===== config.mk =====
export PLATFORM = sky130hd
export DESIGN_NAME = microwire_eeprom_slave
export DESIGN_NICKNAME = d
export VERILOG_FILES = /design/src/sv/mwe_pkg.sv /design/src/sv/mwe_ram.sv /design/src/sv/mwe_serial.sv /design/src/sv/microwire_eeprom_slave.sv
export SDC_FILE = /design/constraint.sdc
export NUM_CORES = 1
export LEC_CHECK = 0
export BUFFER_PORTS_ARGS = -buffer_cell sky130_fd_sc_hd__buf_2
export CORE_MARGIN = 2
export CORE_UTILIZATION = 36
export DETAILED_ROUTE_END_ITERATION = 8
export SETUP_SLACK_MARGIN = 0.15
export SLEW_MARGIN = 40
export SYNTH_ARGS = -nofsm -noshare
export SYNTH_HDL_FRONTEND = slang
export SYNTH_SLANG_ARGS = --single-unit

===== constraint.sdc =====
create_clock -name i_clk -period 10 [get_ports i_clk]
set_input_delay 0.5 -clock i_clk [delete_from_list [all_inputs] [get_ports i_clk]]
set_output_delay 0.5 -clock i_clk [all_outputs]
set_load 0.01 [all_outputs]

===== src/sv/mwe_pkg.sv =====
// ----------------------------------------------------------------------------
// mwe_pkg
// Shared constants, types and helpers of the Microwire EEPROM slave.
// ----------------------------------------------------------------------------
package mwe_pkg;

    localparam int ADDR_BITS   = 6;
    localparam int WORD_COUNT  = 64;
    localparam int WORD_BITS   = 16;
    localparam int OPC_BITS    = 3;
    localparam int OPADDR_BITS = OPC_BITS + ADDR_BITS;
    localparam int BL_MAX      = (OPADDR_BITS > WORD_BITS) ? OPADDR_BITS : WORD_BITS;
    localparam int BL_BITS     = $clog2(BL_MAX + 1);
    localparam int RAM_AW      = (WORD_COUNT > 1) ? $clog2(WORD_COUNT) : 1;

    typedef logic [OPC_BITS-1:0]  t_opcode;
    typedef logic [ADDR_BITS-1:0] t_addr;
    typedef logic [WORD_BITS-1:0] t_word;
    typedef logic [RAM_AW-1:0]    t_ram_addr;
    typedef logic [BL_BITS-1:0]   t_bits_left;

    localparam t_opcode OP_READ  = OPC_BITS'(6);
    localparam t_opcode OP_WRITE = OPC_BITS'(5);
    localparam t_opcode OP_ERASE = OPC_BITS'(7);
    localparam t_opcode OP_EWEN  = OPC_BITS'(4);

    typedef enum logic [2:0] {
        PH_OPADDR  = 3'b001,
        PH_DATAIN  = 3'b010,
        PH_DATAOUT = 3'b100
    } t_phase;

    typedef struct packed {
        logic  cmd;
        logic  clock_level;
        logic  select_level;
        logic  data_in_level;
        logic  request_level;
        t_addr load_addr;
        t_word load_data;
    } t_item;

    typedef struct packed {
        logic data_out;
        logic grant;
        logic clock_echo;
        logic select_echo;
        logic data_in_echo;
        logic request_echo;
    } t_result;

    function automatic logic addr_in_range(input t_addr addr);
        return (int'(addr) < WORD_COUNT);
    endfunction

    function automatic t_ram_addr ram_index(input t_addr addr);
        logic [ADDR_BITS+RAM_AW-1:0] ext;
        ext = {{RAM_AW{1'b0}}, addr};
        return ext[RAM_AW-1:0];
    endfunction

endpackage


===== src/sv/mwe_ram.sv =====
// ----------------------------------------------------------------------------
// mwe_ram
// Generic single-write, single-read RAM with registered read data.
// ----------------------------------------------------------------------------
module mwe_ram #(
    parameter int WIDTH = 16,
    parameter int DEPTH = 64,
    parameter int AW    = (DEPTH > 1) ? $clog2(DEPTH) : 1
) (
    input  logic             i_clk,
    input  logic             i_wr_en,
    input  logic [AW-1:0]    i_wr_addr,
    input  logic [WIDTH-1:0] i_wr_data,
    input  logic             i_rd_en,
    input  logic [AW-1:0]    i_rd_addr,
    output logic [WIDTH-1:0] o_rd_data
);

    logic [WIDTH-1:0] r_mem [DEPTH];
    logic [WIDTH-1:0] r_rd_data;

    always_ff @(posedge i_clk) begin
        if (i_wr_en) begin
            r_mem[i_wr_addr] <= i_wr_data;
        end
        if (i_rd_en) begin
            r_rd_data <= r_mem[i_rd_addr];
        end
    end

    assign o_rd_data = r_rd_data;

endmodule


===== src/sv/mwe_serial.sv =====
// ----------------------------------------------------------------------------
// mwe_serial
// Control register latch and Microwire bit engine with its word store.
// ----------------------------------------------------------------------------
module mwe_serial (
    input  logic            i_clk,
    input  logic            i_rst_n,
    input  logic            i_accept,
    input  mwe_pkg::t_item  i_item,
    output mwe_pkg::t_result o_result
);

    logic                 r_clk, r_sel, r_din, r_req, r_out;
    mwe_pkg::t_phase      r_phase;
    mwe_pkg::t_bits_left  r_bits_left;
    logic [mwe_pkg::OPADDR_BITS-1:0] r_opaddr;
    mwe_pkg::t_word       r_shift;
    logic                 r_load_pend;
    logic                 r_rd_ok;
    logic [mwe_pkg::WORD_COUNT-1:0] r_valid;

    logic                 n_clk, n_sel, n_din, n_req, n_out;
    mwe_pkg::t_phase      n_phase;
    mwe_pkg::t_bits_left  n_bits_left;
    logic [mwe_pkg::OPADDR_BITS-1:0] n_opaddr;
    mwe_pkg::t_word       n_shift;
    logic                 n_load_pend;
    logic                 n_rd_ok;

    logic                 wr_en, rd_en;
    mwe_pkg::t_ram_addr   wr_addr, rd_addr;
    mwe_pkg::t_word       wr_data, rd_data, shift_cur;
    mwe_pkg::t_bits_left  bl;
    logic [mwe_pkg::OPADDR_BITS-1:0] noa;
    mwe_pkg::t_opcode     op, cur_op;
    mwe_pkg::t_addr       addr, cur_addr;
    logic                 rise;

    mwe_ram #(
        .WIDTH (mwe_pkg::WORD_BITS),
        .DEPTH (mwe_pkg::WORD_COUNT)
    ) u_ram (
        .i_clk     (i_clk),
        .i_wr_en   (wr_en),
        .i_wr_addr (wr_addr),
        .i_wr_data (wr_data),
        .i_rd_en   (rd_en),
        .i_rd_addr (rd_addr),
        .o_rd_data (rd_data)
    );

    always_comb begin
        shift_cur   = r_load_pend ? (r_rd_ok ? rd_data : '0) : r_shift;
        n_clk       = r_clk;
        n_sel       = r_sel;
        n_din       = r_din;
        n_req       = r_req;
        n_out       = r_out;
        n_phase     = r_phase;
        n_bits_left = r_bits_left;
        n_opaddr    = r_opaddr;
        n_shift     = shift_cur;
        n_load_pend = 1'b0;
        n_rd_ok     = r_rd_ok;
        wr_en       = 1'b0;
        wr_addr     = mwe_pkg::ram_index(i_item.load_addr);
        wr_data     = i_item.load_data;
        rd_en       = 1'b0;
        cur_op      = r_opaddr[mwe_pkg::OPADDR_BITS-1 -: mwe_pkg::OPC_BITS];
        cur_addr    = r_opaddr[mwe_pkg::ADDR_BITS-1:0];
        noa         = {r_opaddr[mwe_pkg::OPADDR_BITS-2:0], i_item.data_in_level};
        op          = noa[mwe_pkg::OPADDR_BITS-1 -: mwe_pkg::OPC_BITS];
        addr        = noa[mwe_pkg::ADDR_BITS-1:0];
        rd_addr     = mwe_pkg::ram_index(addr);
        bl          = r_bits_left - mwe_pkg::t_bits_left'(1);
        rise        = !r_clk && i_item.clock_level;

        if (i_accept) begin
            if (i_item.cmd) begin
                wr_en = mwe_pkg::addr_in_range(i_item.load_addr);
            end else begin
                n_clk = i_item.clock_level;
                n_sel = i_item.select_level;
                n_din = i_item.data_in_level;
                n_req = i_item.request_level;
                if (rise && i_item.select_level && (r_bits_left != '0)) begin
                    n_bits_left = bl;
                    case (r_phase)
                        mwe_pkg::PH_DATAOUT: begin
                            n_out   = shift_cur[mwe_pkg::WORD_BITS-1];
                            n_shift = {shift_cur[mwe_pkg::WORD_BITS-2:0], 1'b0};
                            if (bl == '0) begin
                                n_opaddr    = '0;
                                n_phase     = mwe_pkg::PH_OPADDR;
                                n_bits_left = mwe_pkg::t_bits_left'(mwe_pkg::OPADDR_BITS);
                            end
                        end
                        mwe_pkg::PH_DATAIN: begin
                            n_shift = {shift_cur[mwe_pkg::WORD_BITS-2:0],
                                       i_item.data_in_level};
                            if (bl == '0) begin
                                wr_addr     = mwe_pkg::ram_index(cur_addr);
                                wr_data     = n_shift;
                                wr_en       = (cur_op == mwe_pkg::OP_WRITE) &&
                                              mwe_pkg::addr_in_range(cur_addr);
                                n_opaddr    = '0;
                                n_phase     = mwe_pkg::PH_OPADDR;
                                n_bits_left = mwe_pkg::t_bits_left'(mwe_pkg::OPADDR_BITS);
                            end
                        end
                        mwe_pkg::PH_OPADDR: begin
                            n_opaddr = noa;
                            if (bl == '0) begin
                                case (op)
                                    mwe_pkg::OP_READ: begin
                                        n_phase     = mwe_pkg::PH_DATAOUT;
                                        n_bits_left =
                                            mwe_pkg::t_bits_left'(mwe_pkg::WORD_BITS);
                                        rd_en       = 1'b1;
                                        n_load_pend = 1'b1;
                                        n_rd_ok     = mwe_pkg::addr_in_range(addr) &&
                                                      r_valid[rd_addr];
                                    end
                                    mwe_pkg::OP_WRITE: begin
                                        n_phase     = mwe_pkg::PH_DATAIN;
                                        n_bits_left =
                                            mwe_pkg::t_bits_left'(mwe_pkg::WORD_BITS);
                                        n_shift     = '0;
                                    end
                                    mwe_pkg::OP_ERASE, mwe_pkg::OP_EWEN: begin
                                        n_opaddr    = '0;
                                        n_bits_left =
                                            mwe_pkg::t_bits_left'(mwe_pkg::OPADDR_BITS);
                                    end
                                    default: begin
                                        n_opaddr    = '0;
                                        n_bits_left =
                                            mwe_pkg::t_bits_left'(mwe_pkg::OPADDR_BITS);
                                    end
                                endcase
                            end
                        end
                        default: begin
                        end
                    endcase
                end
            end
        end
    end

    always_ff @(posedge i_clk) begin
        if (!i_rst_n) begin
            r_clk       <= 1'b0;
            r_sel       <= 1'b0;
            r_din       <= 1'b0;
            r_req       <= 1'b0;
            r_out       <= 1'b0;
            r_phase     <= mwe_pkg::PH_OPADDR;
            r_bits_left <= mwe_pkg::t_bits_left'(mwe_pkg::OPADDR_BITS);
            r_opaddr    <= '0;
            r_shift     <= '0;
            r_load_pend <= 1'b0;
            r_rd_ok     <= 1'b0;
            r_valid     <= '0;
        end else begin
            r_clk       <= n_clk;
            r_sel       <= n_sel;
            r_din       <= n_din;
            r_req       <= n_req;
            r_out       <= n_out;
            r_phase     <= n_phase;
            r_bits_left <= n_bits_left;
            r_opaddr    <= n_opaddr;
            r_shift     <= n_shift;
            r_load_pend <= n_load_pend;
            r_rd_ok     <= n_rd_ok;
            if (wr_en) begin
                r_valid[wr_addr] <= 1'b1;
            end
        end
    end

    // grant mirrors the latched request
    assign o_result.data_out     = r_out;
    assign o_result.grant        = r_req;
    assign o_result.clock_echo   = r_clk;
    assign o_result.select_echo  = r_sel;
    assign o_result.data_in_echo = r_din;
    assign o_result.request_echo = r_req;

endmodule


===== src/sv/microwire_eeprom_slave.sv =====
// A result is offered in the cycle after its request is accepted.
// Throughput: one request per cycle; the output register is refilled in the
// cycle it is taken, so only a stalled, full output holds off input.
// A read fetches its word from the store RAM into a read data register when the opcode ends.
// Reset: synchronous, active low; store reads as zero until a word is written.
// ----------------------------------------------------------------------------
// microwire_eeprom_slave
// Bit-banged Microwire EEPROM behind a control register, with preload port.
// ----------------------------------------------------------------------------
module microwire_eeprom_slave (
    input  logic           i_clk,
    input  logic           i_rst_n,
    input  logic           i_in_valid,
    output logic           o_in_stall,
    input  logic           i_cmd,
    input  logic           i_clock_level,
    input  logic           i_select_level,
    input  logic           i_data_in_level,
    input  logic           i_request_level,
    input  mwe_pkg::t_addr i_load_addr,
    input  mwe_pkg::t_word i_load_data,
    output logic           o_out_valid,
    input  logic           i_out_stall,
    output logic           o_data_out,
    output logic           o_grant,
    output logic           o_clock_echo,
    output logic           o_select_echo,
    output logic           o_data_in_echo,
    output logic           o_request_echo
);

    logic             r_out_valid;
    logic             accept;
    mwe_pkg::t_item   item;
    mwe_pkg::t_result result;

    assign o_in_stall = r_out_valid && i_out_stall;
    assign accept     = i_in_valid && !o_in_stall;

    assign item.cmd           = i_cmd;
    assign item.clock_level   = i_clock_level;
    assign item.select_level  = i_select_level;
    assign item.data_in_level = i_data_in_level;
    assign item.request_level = i_request_level;
    assign item.load_addr     = i_load_addr;
    assign item.load_data     = i_load_data;

    mwe_serial u_serial (
        .i_clk    (i_clk),
        .i_rst_n  (i_rst_n),
        .i_accept (accept),
        .i_item   (item),
        .o_result (result)
    );

    always_ff @(posedge i_clk) begin
        if (!i_rst_n) begin
            r_out_valid <= 1'b0;
        end else if (accept) begin
            r_out_valid <= 1'b1;
        end else if (!i_out_stall) begin
            r_out_valid <= 1'b0;
        end
    end

    assign o_out_valid    = r_out_valid;
    assign o_data_out     = result.data_out;
    assign o_grant        = result.grant;
    assign o_clock_echo   = result.clock_echo;
    assign o_select_echo  = result.select_echo;
    assign o_data_in_echo = result.data_in_echo;
    assign o_request_echo = result.request_echo;

endmodule


==> key figures <==
Timing
  • Max-slew violations: 0
  • Final Hold Vio Count: 0
  • Min Hold Slack: 0.05598 ns
  • Final-report setup violation count: 0
  • Tmin final: 4.056 ns
  • Slew @ Worst Pin: 0.8651 ns
  • Slew HR: 0.4233
  • Fmax: 246.5 MHz
  • Final worst-path cycle share: 0.4056
  • Clk_skew: 0.02498 ns
  • Final setup TNS: 0 ns
  • RSZ-0062 raised after global routing: no

CTS
  • Clock sinks: 1145
  • CTS Buf Count: 112
  • # H-tree levels: 3
  • Post-CTS setup buffer count: 0
  • CTS clk-pin slew, worst paths: 0.06 ns
  • Worst-Skew Late Latency: 0.68 ns
  • Clk root buf: clkbuf_16
  • Hold_buf cts: 0
  • Post-CTS Resized: 0
  • TritonCTS clock tree: yes
  • CTS Buffer Depth: 3

Setup path
  • Worst setup EP type: flop
  • R2r endpoint: u_serial.u_ram.o_rd_data[4]
  • Worst Path Required: 10.41 ns
  • Worst-case reg-to-reg path depth: 7
  • Critical Path Max Stage Delay: 0.82 ns
  • Reg-to-Reg Start: u_serial.r_opaddr[0]
  • Crit-path cells: buf_12 -> buf_16 -> buf_4 -> mux4_2 -> mux4_2 -> a22oi_1 -> nand2_1
  • Slowest cell on crit path: dfxtp_4
  • CP dominant cell by count: mux4_2
  • Crit Path Max Fanout: 84
  • CP Launch Type: flop
  • Worst path arrival time: 4.47 ns
  • Crit path kind: flop to flop
  • Reg2reg setup slack: 5.94 ns

Layout
  • Fin cells: 4061
  • Post-route cell area: 51120 um2
  • Fraction of layout cells with a size suffix above 1: 0.2733
  • Filler Cell Count: 10740
  • Post-Route Utilization: 0.4140
  • Fin nets: 2362
  • Synth-to-Final Area Change: 14.20%

Die
  • Core ar.: 123500 um2
  • Chip height: 356.6 um
  • Ports: 39
  • Initial Utilization: 0.3625
  • Die X: 356.6 um
  • FP Rows: 129
  • DIE AREA: 127200 um2

Synthesis
  • EDFF count, synth: 1040
  • Ys flop type: edfxtp_1
  • Yosys top cell area share: 0.6977
  • Synth Instances: 2212
  • Flops & latches, synth: 1145
  • Synth area leader: edfxtp_1
  • Number of distinct library cells after synthesis: 60
  • Post-synth top cells: edfxtp_1, mux4_2, dfxtp_1, nor2_1, clkbuf_1
  • Synth Area per Inst: 20.24 um2
  • Asr flop ratio synth: 0
  • Warnings, synthesis: 0
  • Syn nets: 2246
  • Area contributors post-synth: edfxtp_1, mux4_2, dfxtp_1
  • Mapped Area: 44760 um2
  • Count leader, synth: edfxtp_1
  • Seq/Total Area, Yosys: 0.7446

Pwr
  • Leak Pwr: 15.49 nW
  • PD cells: 188.3 nW/um2
  • Maximum vdd drop: 155.1 uV

Hold path
  • Min-Delay Path Depth: 2
  • Hold Startpoint: i_in_valid
  • WHS Endpoint: o_out_valid
  • Hold Crit Class: input pin to flop

Placed design
  • PortBufs: 38
  • Placed cell count: 3848
  • DP Area: 47480 um2
  • Dpl hpwl: 62190 um
  • Final GP Congestion: 0.8477

GRT
  • Pin count of the biggest net entering global routing: 132
  • First-pass GRT wire length: 161800 um
  • Global route total overflow: 0
  • Vias in the first global route: 22720
  • Total track usage: 0.1755
  • Initial antenna violation count: 1

Run status
  • Outcome: completed

Route
  • First-pass DRT Iterations: 6
  • DRC viols: 0
  • Via count: 22720
  • Vias per cell: 5.596
  • Post-route ant nets: 0
  • Routed WL: 112200 um
  • DR WL/cell: 27.63 um
  • Initial drt markers: 2893

Run
  • Max-Cap Viols: 0
## how the worst max path moves through the flow
stage / startpoint / to / slack [ns] / cells after the start
after floorplan: u_serial.r_bits_left[0] / u_serial.u_ram.r_mem[0][10] / 4.77 / 7
after global placement: i_out_stall / u_serial.u_ram.r_mem[24][8] / 5.80 / 6
after detailed placement: i_data_in_level / u_serial.u_ram.o_rd_data[10] / 5.87 / 7
after CTS: u_serial.r_opaddr[0] / u_serial.u_ram.o_rd_data[4] / 5.95 / 6
after global routing: u_serial.r_opaddr[0] / u_serial.u_ram.o_rd_data[7] / 5.79 / 7
final: u_serial.r_opaddr[0] / u_serial.u_ram.o_rd_data[4] / 5.94 / 7
## cells by family (layout without fill, tap and decap cells)
family / count (synthesis) / count (layout) / synth area share
muxes: 373 / 373 / 0.1700
and+or+nand+nor: 295 / 295 / 0.03270
DFF: 1145 / 1145 / 0.7446
AOI/OAI and AO/OA: 251 / 251 / 0.03821
adders and majority gates: 3 / 3 / 0.0008386
other: 0 / 5 / 0
buffers and inverters: 142 / 349 / 0.01308
xor gates and xnor gates: 3 / 3 / 0.0005871
## where the power goes
part | switching (W) | leakage, nW | total, W | internal (W)
clock network | 0.00174 | 1.72 | 0.00408 | 0.00234
registers | 0.00000637 | 10.2 | 0.00523 | 0.00523
logic | 0.000200 | 3.57 | 0.000314 | 0.000115
## layout by cell type, fill, tap and decap left out, types with 5 or more instances in the layout
master	netlist	routed
and2_1	5	5
inv_1	6	6
mux4_2	309	309
nand3_1	24	24
a31oi_1	9	9
o21ai_0	39	25
diode_2	0	5
o2111ai_1	11	11
nand2_1	55	55
nor3_1	11	10
nand2b_1	10	10
nor2_2	2	8
a21oi_1	41	38
nor2b_1	36	36
clkinv_1	0	16
clkinvlp_4	0	5
nor2_1	105	97
a22oi_1	21	21
clkbuf_1	79	32
dfxtp_1	105	101
mux2i_1	57	54
a21boi_0	5	5
nand3b_1	7	7
buf_2	32	37
buf_4	3	88
nor4_1	14	13
a22o_1	11	11
clkinv_2	0	22
o221ai_1	5	5
o21a_1	64	64
edfxtp_1	1040	1040
or3_1	5	5
o21ai_4	0	14
clkbuf_8	0	5
buf_6	0	5
a211oi_1	15	15
clkbuf_16	0	113
bufinv_16	0	9
mux2_2	7	6
o22ai_1	15	15
## through the flow
| step | power [W] | worst slack (ns) |
|---|---|---|
| 3_5_place_dp | 0.005649 | 5.874 |
| 2_1_floorplan | 0.005542 | 4.774 |
| 6_report | 0.009628 | 5.944 |
| 4_1_cts | 0.009697 | 5.948 |
| 5_1_grt | 0.009908 | 5.792 |
| 3_3_place_gp | 0.005634 | 5.804 |
## layer usage
metal / GRT usage / up-vias / routed length (um)
met3: 0.02691 / 143 / 7720
li1: - / 9417 / -
met4: 0.04574 / 0 / 2542
met1: 0.2524 / 12280 / 48470
met2: 0.2798 / 884 / 53460
met5: 0 / - / 0
## sequential cells by signal, indices dropped and copies added (netlist names), 3 cells and up
signal	cells
u_serial.r_phase	3
u_serial.r_opaddr	9
u_serial.r_bits_left	5
u_serial.u_ram.r_mem	1024
u_serial.r_valid	64
u_serial.u_ram.o_rd_data	16
u_serial.r_shift	16
## worst max-delay path, delay by kind of cell, from the launching register on
family          cells  cell delay (ns)
flops               1             0.82
compound gates      1             0.27
buf+inv             3             1.44
mux                 2             0.95
simple gates        1             0.09
## layout make-up
cell class	instances	area (um2)	area share
Sequential cell	1145	33340	0.6523
Timing Repair Buffer	138	1062	0.02078
Tap cell	1637	2048	0.04007
Clock buffer	150	3017	0.05901
Clock inverter	55	515.5	0.01008
Multi-Input combinational cell	925	11100	0.2171
Antenna cell	5	12.51	0.0002448
Inverter	6	22.52	0.0004406
(Power assumes the default switching activity.)
